==> config.mk <==
export PLATFORM = sky130hd
export DESIGN_NAME = indexed_block_reassembler_flat
export DESIGN_NICKNAME = d
export VERILOG_FILES = /design/src/rtl/ibr_pkg.sv /design/src/rtl/ibr_if.sv /design/src/rtl/ibr_ram.sv /design/src/rtl/indexed_block_reassembler.sv /design/src/flat_wrapper.sv
export SDC_FILE = /design/constraint.sdc
export NUM_CORES = 2
export LEC_CHECK = 0
export ABC_CLOCK_PERIOD_IN_PS = 7800
export CORE_AREA = 2 2 300 421
export CTS_CLUSTER_DIAMETER = 120
export DETAILED_ROUTE_END_ITERATION = 10
export DIE_AREA = 0 0 302 423
export DONT_BUFFER_PORTS = 1
export GPL_ROUTABILITY_DRIVEN = 0
export MAX_ROUTING_LAYER = met4
export PLACE_DENSITY = 0.83
export SYNTH_ARGS = -nofsm -noshare
export SYNTH_HDL_FRONTEND = slang
export SYNTH_SLANG_ARGS = --single-unit
==> constraint.sdc <==
create_clock -name clk -period 7.8 [get_ports clk]
set_input_delay 0.78 -clock clk [delete_from_list [all_inputs] [get_ports clk]]
set_output_delay 0.78 -clock clk [all_outputs]
set_load 0.005 [all_outputs]
==> src/rtl/ibr_pkg.sv <==
// Shared constants for the indexed block reassembler.
`timescale 1ns / 1ps

package ibr_pkg;

  localparam int BUF_BYTES    = 128;
  localparam int PACKET_BYTES = 32;

  // payload bytes per packet and highest block index that still lands in the store
  localparam int BLK_BYTES = PACKET_BYTES - 1;
  localparam int TOP_INDEX = BUF_BYTES / BLK_BYTES;

  // store is kept as 64-bit words
  localparam int WORD_BYTES = 8;
  localparam int WORD_W     = 64;
  localparam int WORDS      = (BUF_BYTES + WORD_BYTES - 1) / WORD_BYTES;
  localparam int WA_W       = $clog2(WORDS);

  localparam int IDX_W    = 8;
  localparam int LEN_W    = 8;
  localparam int ADDR_W   = $clog2(BUF_BYTES + 1);
  localparam int HI_W     = $clog2(TOP_INDEX + 1);
  localparam int BSEL_W   = $clog2(BLK_BYTES + 1);
  localparam int PAY_W    = BLK_BYTES * 8;
  localparam int PAYALL_W = 248;

endpackage

==> src/rtl/ibr_if.sv <==
// Handshake channels for packets in and message words out.
`timescale 1ns / 1ps

interface ibr_in_if;
  logic        valid;
  logic        ready;
  logic [7:0]  blk_idx;
  logic [63:0] payload_a;
  logic [63:0] payload_b;
  logic [63:0] payload_c;
  logic [55:0] payload_d;

  modport source (output valid, blk_idx, payload_a, payload_b, payload_c, payload_d,
                  input ready);
  modport sink   (input valid, blk_idx, payload_a, payload_b, payload_c, payload_d,
                  output ready);
endinterface

interface ibr_out_if;
  logic        valid;
  logic        ready;
  logic [63:0] msg_word;
  logic [7:0]  msg_length;
  logic        word_last;

  modport source (output valid, msg_word, msg_length, word_last, input ready);
  modport sink   (input valid, msg_word, msg_length, word_last, output ready);
endinterface

==> src/rtl/ibr_ram.sv <==
// Generic simple dual-port RAM, one write and one registered read port.
`timescale 1ns / 1ps

module ibr_ram #(
  parameter int WIDTH = 64,
  parameter int DEPTH = 16
) (
  input  logic                     clk,
  input  logic                     we,
  input  logic [$clog2(DEPTH)-1:0] waddr,
  input  logic [WIDTH-1:0]         wdata,
  input  logic                     re,
  input  logic [$clog2(DEPTH)-1:0] raddr,
  output logic [WIDTH-1:0]         rdata
);

  logic [WIDTH-1:0] mem [DEPTH];

  always_ff @(posedge clk) begin
    if (we) begin
      mem[waddr] <= wdata;
    end
    if (re) begin
      rdata <= mem[raddr];
    end
  end

endmodule

==> src/rtl/indexed_block_reassembler.sv <==
// Indexed block reassembler: packets merged into a word store, delivered on block 0.
//
//   channel  | dir | carries
//   in_chan  | in  | blk_idx, payload_a..payload_d (one radio packet)
//   out_chan | out | msg_word, msg_length, word_last (one store word)
//
// A packet is written by read-modify-write of the 64-bit store words it covers (at
// most five), a read state then a write state per word; the next packet is taken when
// its last word is written, and a dropped one (index above TOP_INDEX) leaves the block idle.
// A closing packet (index 0) covers four words, then reads out ceil(length/8) words
// through the registered RAM read port; in_ready is high only between packets.
// Reset is synchronous; a valid bit per store word makes unwritten words read as zero.
// The output register holds a word until taken; a stalled sink pauses the read-out.
`timescale 1ns / 1ps

module indexed_block_reassembler (
  input  logic clk,
  input  logic rst_n,
  ibr_in_if.sink     in_chan,
  ibr_out_if.source  out_chan
);

  localparam logic [2:0] S_IDLE = 3'd0;
  localparam logic [2:0] S_RD   = 3'd1;
  localparam logic [2:0] S_WR   = 3'd2;
  localparam logic [2:0] S_DRD  = 3'd3;
  localparam logic [2:0] S_DLD  = 3'd4;

  logic [2:0]                  state_r, state_nxt;
  logic [ibr_pkg::HI_W-1:0]    hi_r, hi_nxt;
  logic [ibr_pkg::WORDS-1:0]   vld_r, vld_nxt;
  logic                        vld_rd_r, vld_rd_nxt;
  logic                        close_r, close_nxt;
  logic [ibr_pkg::ADDR_W-1:0]  base_r, base_nxt;
  logic [ibr_pkg::ADDR_W-1:0]  end_r, end_nxt;
  logic [ibr_pkg::ADDR_W-1:0]  len_r, len_nxt;
  logic [ibr_pkg::WA_W-1:0]    w_r, w_nxt;
  logic [ibr_pkg::WA_W-1:0]    wl_r, wl_nxt;
  logic [ibr_pkg::WA_W-1:0]    dl_r, dl_nxt;
  logic [ibr_pkg::PAY_W-1:0]   pay_r, pay_nxt;
  logic                        out_valid_r, out_valid_nxt;
  logic [63:0]                 out_word_r, out_word_nxt;
  logic [7:0]                  out_len_r, out_len_nxt;
  logic                        out_last_r, out_last_nxt;

  logic                        ram_we, ram_re;
  logic [ibr_pkg::WA_W-1:0]    ram_waddr, ram_raddr;
  logic [ibr_pkg::WORD_W-1:0]  ram_wdata, ram_rdata, rd_word;
  logic                        in_acc, out_free;

  ibr_ram #(
    .WIDTH (ibr_pkg::WORD_W),
    .DEPTH (ibr_pkg::WORDS)
  ) u_store (
    .clk   (clk),
    .we    (ram_we),
    .waddr (ram_waddr),
    .wdata (ram_wdata),
    .re    (ram_re),
    .raddr (ram_raddr),
    .rdata (ram_rdata)
  );

  assign in_chan.ready       = (state_r == S_IDLE);
  assign in_acc              = in_chan.valid && in_chan.ready;
  assign out_free            = !out_valid_r || out_chan.ready;
  assign rd_word             = vld_rd_r ? ram_rdata : '0;

  assign out_chan.valid      = out_valid_r;
  assign out_chan.msg_word   = out_word_r;
  assign out_chan.msg_length = out_len_r;
  assign out_chan.word_last  = out_last_r;

  // byte merge of the packet into the word just read
  always_comb begin
    logic [ibr_pkg::ADDR_W-1:0] a;
    logic [ibr_pkg::BSEL_W-1:0] k;
    ram_wdata = rd_word;
    for (int b = 0; b < ibr_pkg::WORD_BYTES; b++) begin
      a = ibr_pkg::ADDR_W'({w_r, 3'(b)});
      k = ibr_pkg::BSEL_W'(a - base_r);
      if (a >= base_r && a < end_r) begin
        ram_wdata[b*8 +: 8] = pay_r[k*8 +: 8];
      end
    end
  end

  always_comb begin
    logic [31:0]                  idx32, hi32, base32, end32, len32;
    logic [ibr_pkg::PAYALL_W-1:0] pay_all;

    state_nxt     = state_r;
    hi_nxt        = hi_r;
    vld_nxt       = vld_r;
    vld_rd_nxt    = vld_rd_r;
    close_nxt     = close_r;
    base_nxt      = base_r;
    end_nxt       = end_r;
    len_nxt       = len_r;
    w_nxt         = w_r;
    wl_nxt        = wl_r;
    dl_nxt        = dl_r;
    pay_nxt       = pay_r;
    out_valid_nxt = out_valid_r;
    out_word_nxt  = out_word_r;
    out_len_nxt   = out_len_r;
    out_last_nxt  = out_last_r;
    ram_we        = 1'b0;
    ram_re        = 1'b0;
    ram_waddr     = w_r;
    ram_raddr     = w_r;

    idx32   = 32'(in_chan.blk_idx);
    hi32    = (idx32 > 32'(hi_r)) ? idx32 : 32'(hi_r);
    base32  = idx32 * 32'(ibr_pkg::BLK_BYTES);
    end32   = base32 + 32'(ibr_pkg::BLK_BYTES);
    if (end32 > 32'(ibr_pkg::BUF_BYTES)) begin
      end32 = 32'(ibr_pkg::BUF_BYTES);
    end
    len32   = (hi32 + 32'd1) * 32'(ibr_pkg::BLK_BYTES);
    if (len32 > 32'(ibr_pkg::BUF_BYTES)) begin
      len32 = 32'(ibr_pkg::BUF_BYTES);
    end
    pay_all = {in_chan.payload_d, in_chan.payload_c, in_chan.payload_b, in_chan.payload_a};

    if (out_valid_r && out_chan.ready) begin
      out_valid_nxt = 1'b0;
    end

    unique case (state_r)
      S_IDLE: begin
        if (in_acc && idx32 <= 32'(ibr_pkg::TOP_INDEX)) begin
          pay_nxt   = pay_all[ibr_pkg::PAY_W-1:0];
          base_nxt  = ibr_pkg::ADDR_W'(base32);
          end_nxt   = ibr_pkg::ADDR_W'(end32);
          w_nxt     = ibr_pkg::WA_W'(base32 >> 3);
          wl_nxt    = ibr_pkg::WA_W'((end32 - 32'd1) >> 3);
          close_nxt = (idx32 == 32'd0);
          len_nxt   = ibr_pkg::ADDR_W'(len32);
          dl_nxt    = ibr_pkg::WA_W'((len32 - 32'd1) >> 3);
          // the closing packet delivers now, so the highest index restarts here
          hi_nxt    = (idx32 == 32'd0) ? '0 : ibr_pkg::HI_W'(hi32);
          if (end32 > base32) begin
            state_nxt = S_RD;
          end else if (idx32 == 32'd0) begin
            w_nxt     = '0;
            state_nxt = S_DRD;
          end
        end
      end
      S_RD: begin
        ram_re     = 1'b1;
        vld_rd_nxt = vld_r[w_r];
        state_nxt  = S_WR;
      end
      S_WR: begin
        ram_we       = 1'b1;
        vld_nxt[w_r] = 1'b1;
        if (w_r == wl_r) begin
          if (close_r) begin
            w_nxt     = '0;
            state_nxt = S_DRD;
          end else begin
            state_nxt = S_IDLE;
          end
        end else begin
          w_nxt     = w_r + 1'b1;
          state_nxt = S_RD;
        end
      end
      S_DRD: begin
        ram_re     = 1'b1;
        vld_rd_nxt = vld_r[w_r];
        state_nxt  = S_DLD;
      end
      S_DLD: begin
        // read data holds in the RAM register until the output stage is free
        if (out_free) begin
          out_valid_nxt = 1'b1;
          out_word_nxt  = rd_word;
          out_len_nxt   = 8'(len_r);
          out_last_nxt  = (w_r == dl_r);
          if (w_r == dl_r) begin
            state_nxt = S_IDLE;
          end else begin
            w_nxt     = w_r + 1'b1;
            state_nxt = S_DRD;
          end
        end
      end
      default: begin
        state_nxt = S_IDLE;
      end
    endcase
  end

  always_ff @(posedge clk) begin
    if (!rst_n) begin
      state_r     <= S_IDLE;
      hi_r        <= '0;
      vld_r       <= '0;
      out_valid_r <= 1'b0;
    end else begin
      state_r     <= state_nxt;
      hi_r        <= hi_nxt;
      vld_r       <= vld_nxt;
      out_valid_r <= out_valid_nxt;
    end
  end

  always_ff @(posedge clk) begin
    vld_rd_r   <= vld_rd_nxt;
    close_r    <= close_nxt;
    base_r     <= base_nxt;
    end_r      <= end_nxt;
    len_r      <= len_nxt;
    w_r        <= w_nxt;
    wl_r       <= wl_nxt;
    dl_r       <= dl_nxt;
    pay_r      <= pay_nxt;
    out_word_r <= out_word_nxt;
    out_len_r  <= out_len_nxt;
    out_last_r <= out_last_nxt;
  end

endmodule
==> src/flat_wrapper.sv <==
// flat-port wrapper written by rule: the top's interface ports become plain ports
module indexed_block_reassembler_flat 
  (clk, rst_n, in_chan_valid, in_chan_blk_idx, in_chan_payload_a, in_chan_payload_b, in_chan_payload_c, in_chan_payload_d, in_chan_ready, out_chan_valid, out_chan_msg_word, out_chan_msg_length, out_chan_word_last, out_chan_ready);
  ibr_in_if in_chan_i ();
  ibr_out_if out_chan_i ();
  input  logic clk;
  input  logic rst_n;
  input wire logic [$bits(in_chan_i.valid)-1:0] in_chan_valid;
  input wire logic [$bits(in_chan_i.blk_idx)-1:0] in_chan_blk_idx;
  input wire logic [$bits(in_chan_i.payload_a)-1:0] in_chan_payload_a;
  input wire logic [$bits(in_chan_i.payload_b)-1:0] in_chan_payload_b;
  input wire logic [$bits(in_chan_i.payload_c)-1:0] in_chan_payload_c;
  input wire logic [$bits(in_chan_i.payload_d)-1:0] in_chan_payload_d;
  output wire logic [$bits(in_chan_i.ready)-1:0] in_chan_ready;
  output wire logic [$bits(out_chan_i.valid)-1:0] out_chan_valid;
  output wire logic [$bits(out_chan_i.msg_word)-1:0] out_chan_msg_word;
  output wire logic [$bits(out_chan_i.msg_length)-1:0] out_chan_msg_length;
  output wire logic [$bits(out_chan_i.word_last)-1:0] out_chan_word_last;
  input wire logic [$bits(out_chan_i.ready)-1:0] out_chan_ready;
  assign in_chan_i.valid = in_chan_valid;
  assign in_chan_i.blk_idx = in_chan_blk_idx;
  assign in_chan_i.payload_a = in_chan_payload_a;
  assign in_chan_i.payload_b = in_chan_payload_b;
  assign in_chan_i.payload_c = in_chan_payload_c;
  assign in_chan_i.payload_d = in_chan_payload_d;
  assign in_chan_ready = in_chan_i.ready;
  assign out_chan_valid = out_chan_i.valid;
  assign out_chan_msg_word = out_chan_i.msg_word;
  assign out_chan_msg_length = out_chan_i.msg_length;
  assign out_chan_word_last = out_chan_i.word_last;
  assign out_chan_i.ready = out_chan_ready;
  indexed_block_reassembler u_core (.clk(clk), .rst_n(rst_n), .in_chan(in_chan_i), .out_chan(out_chan_i));
endmodule
==> Word-level counts from Yosys, hierarchy flattened <==
Memories as Yosys holds them, arrays and structs flattened. A register that Yosys moved wholly into a read port is not among the register bits.
Cells that the tools add are included.
{ "totals": {"ff_bits": 382, "ramBits": 1024, "input_bits": 260, "output_inout_bits": 75, "mem_count": 1} }
{ "mem_list": {"columns": ["name", "depth", "width", "read_ports", "rd_clocked_by_memory_dff", "write_ports", "line_no", "text"], "rows": [
  ["u_core.u_store.mem", 16, 64, 1, 1, 1, "ibr_ram.sv:17", "logic [WIDTH-1:0] mem [DEPTH];"]
]} }
{ "op_classes": {"addsub": 13, "n_mul": 2, "order_cmp": 23, "n_eq_ne": 11, "n_shift": 8, "mux": 40, "n_bitwise": 1, "reduce_logical": 22} }
{ "op_table": {"columns": ["op", "n"], "rows": [
  ["248-bit by 9-bit variable part select with 8-bit output", 8],
  ["8-bit 2-to-1 mux", 10],
  ["7-bit by 8-bit greater-or-equal comparator with 1-bit output", 8],
  ["32-bit by 8-bit greater-than comparator with 1-bit output (second input constant)", 2],
  ["7-bit by 8-bit less-than comparator with 1-bit output", 8],
  ["64-bit 2-to-1 mux", 1],
  ["5-bit subtractor", 8],
  ["32-bit by 1-bit adder with 32-bit output (second input constant)", 1],
  ["32-bit by 5-bit multiplier with 32-bit output (second input constant)", 1],
  ["4-bit 2-to-1 mux", 7],
  ["16-bit bitwise OR", 1],
  ["3-bit 2-to-1 mux", 5],
  ["3-bit case mux with 5 select lines", 1],
  ["13-bit by 5-bit adder with 14-bit output (second input constant)", 1],
  ["14-bit by 13-bit greater-than comparator with 1-bit output", 1],
  ["14-bit 2-to-1 mux", 1],
  ["7-bit by 1-bit subtractor with 7-bit output (second input constant)", 2],
  ["8-bit by 5-bit multiplier with 13-bit output (second input constant)", 1],
  ["1-bit logical AND", 12],
  ["4-bit case mux with 3 select lines", 1],
  ["1-bit 2-to-1 mux", 9],
  ["4-bit equality test", 2],
  ["8-bit by 3-bit greater-than comparator with 1-bit output", 1],
  ["8-bit by 3-bit <= comparator with 1-bit output (second input constant)", 1],
  ["other kinds (22)", 27]
]} }

==> Depth between registers and ports, before layout <==
{ "depth": {"depth_word": 8, "ltp_mapped": 27} }

==> Modules after synthesis <==
A second synthesis with hierarchy kept.
{ "hier_totals": {"hier_cells": 3486, "area_unflattened_um2": 66963.0} }
{ "modules_own_cells": {"columns": ["mod", "n_inst", "cells_each", "area_each_um2"], "rows": [
  ["ibr_ram", 1, 1647, 40222.3],
  ["indexed_block_reassembler", 1, 1839, 26740.6]
]} }

==> Least setup slack after synthesis <==
No wires, ideal clock.
{ "synth_path": {"path_kind": "input to register", "from": "input port in_chan_blk_idx[4]", "to": "register u_core.base_r[0] (netlist bit), enable pin", "setup_ns": 0.630, "arrival_ns": 7.114, "slack_ns": 0.056, "path_stages": 7, "path_buffers": 0, "cell_sequence": "inv_1 -> ha_1 -> inv_1 -> o21ai_0 -> a21oi_1 -> nand2_1 -> inv_1"} }
{ "synth_via": {"elab_chain_cells": 3} }
{ "synth_lines": {"columns": ["item", "line_no", "text"], "rows": [
  ["from (decl)", "flat_wrapper.sv:9", "input wire logic [$bits(in_chan_i.blk_idx)-1:0] in_chan_blk_idx;"],
  ["8-bit by 3-bit <= comparator with 1-bit output", "indexed_block_reassembler.sv:132", "if (in_acc && idx32 <= 32'(ibr_pkg::TOP_INDEX)) begin"],
  ["1-bit logical AND", "indexed_block_reassembler.sv:132", null],
  ["2-bit AND reduction (no line)", null, null],
  ["to (signal assigned)", "indexed_block_reassembler.sv:214", "base_r <= base_nxt;"],
  ["to (decl)", "indexed_block_reassembler.sv:34", "logic [ibr_pkg::ADDR_W-1:0] base_r, base_nxt;"]
]} }
Every way passes these cells.
A chain may end at the register's enable or synchronous reset.

==> Worst setup path after layout <==
{ "layout_path": {"from": "register u_core.hi_r[1] (netlist bit)", "to": "register u_core.dl_r[2] (netlist bit) (data pin)"} }
{ "layout_via": {"elab_chain_cells": 7} }
{ "layout_lines": {"columns": ["item", "line_no", "text"], "rows": [
  ["from (decl)", "indexed_block_reassembler.sv:30", "logic [ibr_pkg::HI_W-1:0] hi_r, hi_nxt;"],
  ["from (signal assigned)", "indexed_block_reassembler.sv:205", "hi_r <= hi_nxt;"],
  ["8-bit by 3-bit greater-than comparator with 1-bit output", "indexed_block_reassembler.sv:114", "hi32 = (idx32 > 32'(hi_r)) ? idx32 : 32'(hi_r);"],
  ["8-bit 2-to-1 mux (*)", "indexed_block_reassembler.sv:114", null],
  ["32-bit by 1-bit adder with 32-bit output (*)", "indexed_block_reassembler.sv:120", "len32 = (hi32 + 32'd1) * 32'(ibr_pkg::BLK_BYTES);"],
  ["32-bit by 5-bit multiplier with 32-bit output (*)", "indexed_block_reassembler.sv:120", null],
  ["32-bit by 8-bit greater-than comparator with 1-bit output", "indexed_block_reassembler.sv:121", "if (len32 > 32'(ibr_pkg::BUF_BYTES)) begin"],
  ["8-bit 2-to-1 mux (*)", "indexed_block_reassembler.sv:121", null],
  ["7-bit by 1-bit subtractor with 7-bit output (*)", "indexed_block_reassembler.sv:140", "dl_nxt = ibr_pkg::WA_W'((len32 - 32'd1) >> 3);"],
  ["to (signal assigned)", "indexed_block_reassembler.sv:219", "dl_r <= dl_nxt;"],
  ["to (decl)", "indexed_block_reassembler.sv:39", "logic [ibr_pkg::WA_W-1:0] dl_r, dl_nxt;"]
]} }
Mark *: on every way between the ends. The rest lies on a longest branch, timed or not.

==> flow_metrics.py <==
metrics = {
    "run_status": {
        "status": "finished, violations left",
        "violations": "DRC",
    },
    "hold_path": {
        "min_from": "in_chan_payload_a[63]",
        "min_path_type": "in2reg",
        "hold_depth": 0,
        "min_to": "u_core.pay_r[63]",
    },
    "logic_synthesis": {
        "synth_compound_area_frac": 0.0210,
        "synthSimpleGateAreaFrac": 0.0268,
        "yosys-mux-area-fraction": 0.243,
        "synth.distinct_cells": 69,
        "synth_xor_xnor_area_share": 0.00729,
        "synth_fa_ha_area_frac": 0.0261,
        "synth-seq-area-share": 0.659,
        "syn_nets": 3649,
        "synthCells": 3271,
        "async_reset_ff_frac": 0,
        "synthesis.area_um2": 66600,
        "synth_top_family_by_area": "multiplexers",
        "ys_ff_latch": 1470,
        "synth_edf_count": 1447,
        "yosysWarnings": 0,
        "avgSynthCellArea_um2": 20.4,
        "synth_flop_cell": "edfxtp_1",
    },
    "routing": {
        "vias_per_cell": 7.16,
        "dr_wl_met2_mm": 91.1,
        "dr.max_layer_used": "met4",
        "remaining_drc_errors": 2,
        "num_vias": 36083,
        "drt-met1-wl_mm": 59.7,
        "wl_per_cell_um": 36.8,
        "drt_wl_total_mm": 185,
        "drtIter0Drc": 5444,
        "ant_nets": 0,
        "met3_wirelength_mm": 21.7,
        "dr.pass1.iters": 9,
    },
    "critical_path": {
        "rrSetupSlack_ps": 1200,
        "cp-end-kind": "flop",
        "cp_max_fo": 9,
        "critPathTopFamily": "adder cells",
        "critPathMaxStageDelay_ps": 520,
        "path_buf_inv": 5,
        "r2r_end": "u_core.dl_r[2]",
        "path_class": "reg2reg",
        "r2r_cells": 25,
        "start_kind": "flop",
        "crit_slowest_cell": "fa_1",
        "crit_arrival_ps": 7070,
        "r2r_start": "u_core.hi_r[1]",
        "required_ps": 8270,
    },
    "run": {
        "cap_viol_max_count": 0,
    },
    "die": {
        "row_count": 153,
        "dieArea_um2": 128000,
        "initial_core_util": 0.538,
        "core_region_area_um2": 124000,
        "io_pins": 335,
        "dieWidth_um": 302,
        "die_h_um": 423,
    },
    "sta": {
        "setup_violations": 0,
        "worst_pin_slew_ps": 1260,
        "holdWs_ps": 93.9,
        "skew_ps": 52.3,
        "min_period_ps": 6600,
        "rsz0062_at_grt": "false",
        "max_freq_mhz": 151,
        "drv_slew": 0,
        "finalSetupTns_ps": 0,
        "hold_viol": 0,
        "finalCritPeriodShare": 0.846,
        "slew-limit-headroom": 0.155,
    },
    "finish": {
        "drive_gt1_frac": 0.292,
        "ff_latch_area_um2": 43900,
        "fillers": 8266,
        "final_common_cell": "edfxtp_1",
        "final_cells": 5043,
        "multi_input_area_um2": 21900,
        "final_util": 0.588,
        "area_delta_synth_final_pct": 9.32,
        "final_cell_mix": "edfxtp_1 (1447), mux4_2 (676), clkbuf_16 (122)",
        "layout.nets": 3676,
    },
    "cts": {
        "post_cts.repair.setup_buffers": 0,
        "path_clk_slew_ps": 70,
        "cts-resized-gates": 0,
        "clk_latency_ps": 780,
        "htreeDepth": 3,
        "clockBufferDepth": 3,
        "cts_made_buffers": 121,
        "clockRootBuffer": "clkbuf_16",
        "cts_tree": "built",
        "cts_sinks": 1470,
        "ctsHoldBuffers": 0,
    },
    "power_and_ir_drop": {
        "switchingPower_uw": 3860,
        "netSwitchingFraction": 0.237,
        "powerDensity_nw_per_um2": 224,
        "internal-power_uw": 12400,
        "clkPwrFrac": 0.372,
        "p_seq_frac": 0.537,
        "power_frac_comb": 0.091,
        "leakage_uw": 0.0233,
        "vdd.ir_drop.worst_mv": 0.245,
    },
    "placed_design": {
        "dp_hpwl_mm": 110,
        "dpl.cell_count": 4801,
        "numPortBuffers": 0,
    },
    "global_route": {
        "grt_first_pass_wirelength_mm": 266,
        "antenna_found_initial": 13,
        "grt_max_degree": 181,
        "grt-ovfl-total": 0,
        "grt_pass1_vias": 36525,
        "grt_use_total": 0.304,
    },
}
-- flip-flops by register name (all words and copies together), names as in the netlist, 4 cells and up --
register / cells
u_core.base_r: 8
u_core.dl_r: 4
u_core.end_r: 8
u_core.len_r: 8
u_core.out_chan.msg_length: 8
u_core.out_chan.msg_word: 64
u_core.pay_r: 248
u_core.ram_raddr: 4
u_core.u_store.mem: 1024
u_core.u_store.rdata: 64
u_core.vld_r: 16
u_core.wl_r: 4
-- cell families (layout without fill, tap and decap cells) --
| group | count (synthesis) | after routing |
|---|---|---|
| other cells | 1 | 17 |
| xor+xnor | 52 | 52 |
| simple gates | 362 | 362 |
| mux | 773 | 773 |
| flops | 1470 | 1470 |
| buf+inv | 268 | 397 |
| fa+ha+maj | 118 | 118 |
| compound gates | 227 | 227 |
-- through the flow --
| step | instance area [um^2] | setup slack [ps] | total power, uW |
|---|---|---|---|
| floorplan | 66600 | 56.0 | 9960 |
| global placement | 68900 | 941 | 10300 |
| detailed placement | 68900 | 818 | 10400 |
| CTS | 72700 | 1250 | 16300 |
| global route | 72800 | 761 | 16700 |
| finish | 72800 | 1200 | 16300 |
-- per-layer routing --
layer	track usage	up-vias
met5	-	-
met4	0.175	0
met1	0.365	18596
met2	0.474	3053
met3	0.0751	590
li1	-	13844
-- power groups by stage --
stage | Combinational [uW] | Clock, uW | Sequential, uW
2_1_floorplan | 1050 | 0 | 8910
3_3_place_gp | 1400 | 0 | 8920
3_5_place_dp | 1440 | 0 | 8920
4_1_cts | 1460 | 6100 | 8750
5_1_grt | 1620 | 6340 | 8750
6_report | 1480 | 6050 | 8750
-- synthesized netlist by cell type (3+ instances only) --
library cell	number	share of area
edfxtp_1	1447	0.65
mux4_2	676	0.23
clkbuf_1	106	0.0060
nor2_1	98	0.0055
mux2i_1	93	0.014
nand2_1	85	0.0048
ha_1	83	0.016
inv_1	79	0.0045
and2_1	71	0.0067
o21ai_0	71	0.0053
a21oi_1	61	0.0046
buf_1	43	0.0024
fa_1	35	0.011
nand3_1	28	0.0021
buf_2	26	0.0020
xor2_1	26	0.0034
dfxtp_1	23	0.0069
o21a_1	22	0.0025
xnor2_1	22	0.0029
nor3_1	20	0.0015
o21ai_1	14	0.0011
a21o_1	13	0.0015
nor2b_1	13	0.0012
nand2b_1	10	0.00094
buf_4	7	0.00079
inv_2	7	0.00039
or3_1	7	0.00066
a31oi_1	5	0.00047
a32oi_1	5	0.00066
nand4_1	5	0.00047
a211oi_1	4	0.00045
and3_1	4	0.00038
mux2_2	4	0.00068
nor4_1	4	0.00038
a22oi_1	3	0.00034
a41oi_1	3	0.00039
nand3b_1	3	0.00034
nand4b_1	3	0.00039
o211ai_1	3	0.00034
xnor2_2	3	0.00073
-- cell type report --
class,instances,share of cell area
clock inverter,75,0.00926
timing repair buffer,86,0.0104
clock buffer,150,0.0438
antenna,16,0.000550
multi-input combinational,1533,0.300
sequential,1470,0.603
tap,1627,0.0280
inverter,86,0.00454
-- how the worst max path moves through the flow --
| stage | cells past startpoint | slack [ps] | start | endpoint |
|---|---|---|---|---|
| after floorplan | 7 | 60 | in_chan_blk_idx[4] | u_core.base_r[0] |
| after global placement | 23 | 940 | in_chan_blk_idx[4] | u_core.dl_r[2] |
| after detailed placement | 23 | 820 | in_chan_blk_idx[4] | u_core.dl_r[2] |
| after CTS | 25 | 1250 | u_core.hi_r[1] | u_core.dl_r[2] |
| after global routing | 25 | 760 | u_core.hi_r[1] | u_core.dl_r[2] |
| final | 25 | 1200 | u_core.hi_r[1] | u_core.dl_r[2] |
-- worst register-to-register path, stage by stage (launching register included) --
cell and delay [ps]:
dfxtp_1 360, inv_1 60, ha_1 280, nor2b_1 130, o21ai_0 150, a21oi_1 110
o32ai_2 100, buf_4 210, mux2i_1 360, inv_1 150, nor3_1 460, nand3_1 220
xor2_1 460, fa_1 500, inv_1 90, fa_1 440, fa_1 520, inv_1 40
ha_1 280, nor3_1 190, nand4_1 150, nor3_1 230, o21ai_0 200, o21a_1 260
nor3_1 320, xor2_1 120
Power figures use the tool's default switching activity.
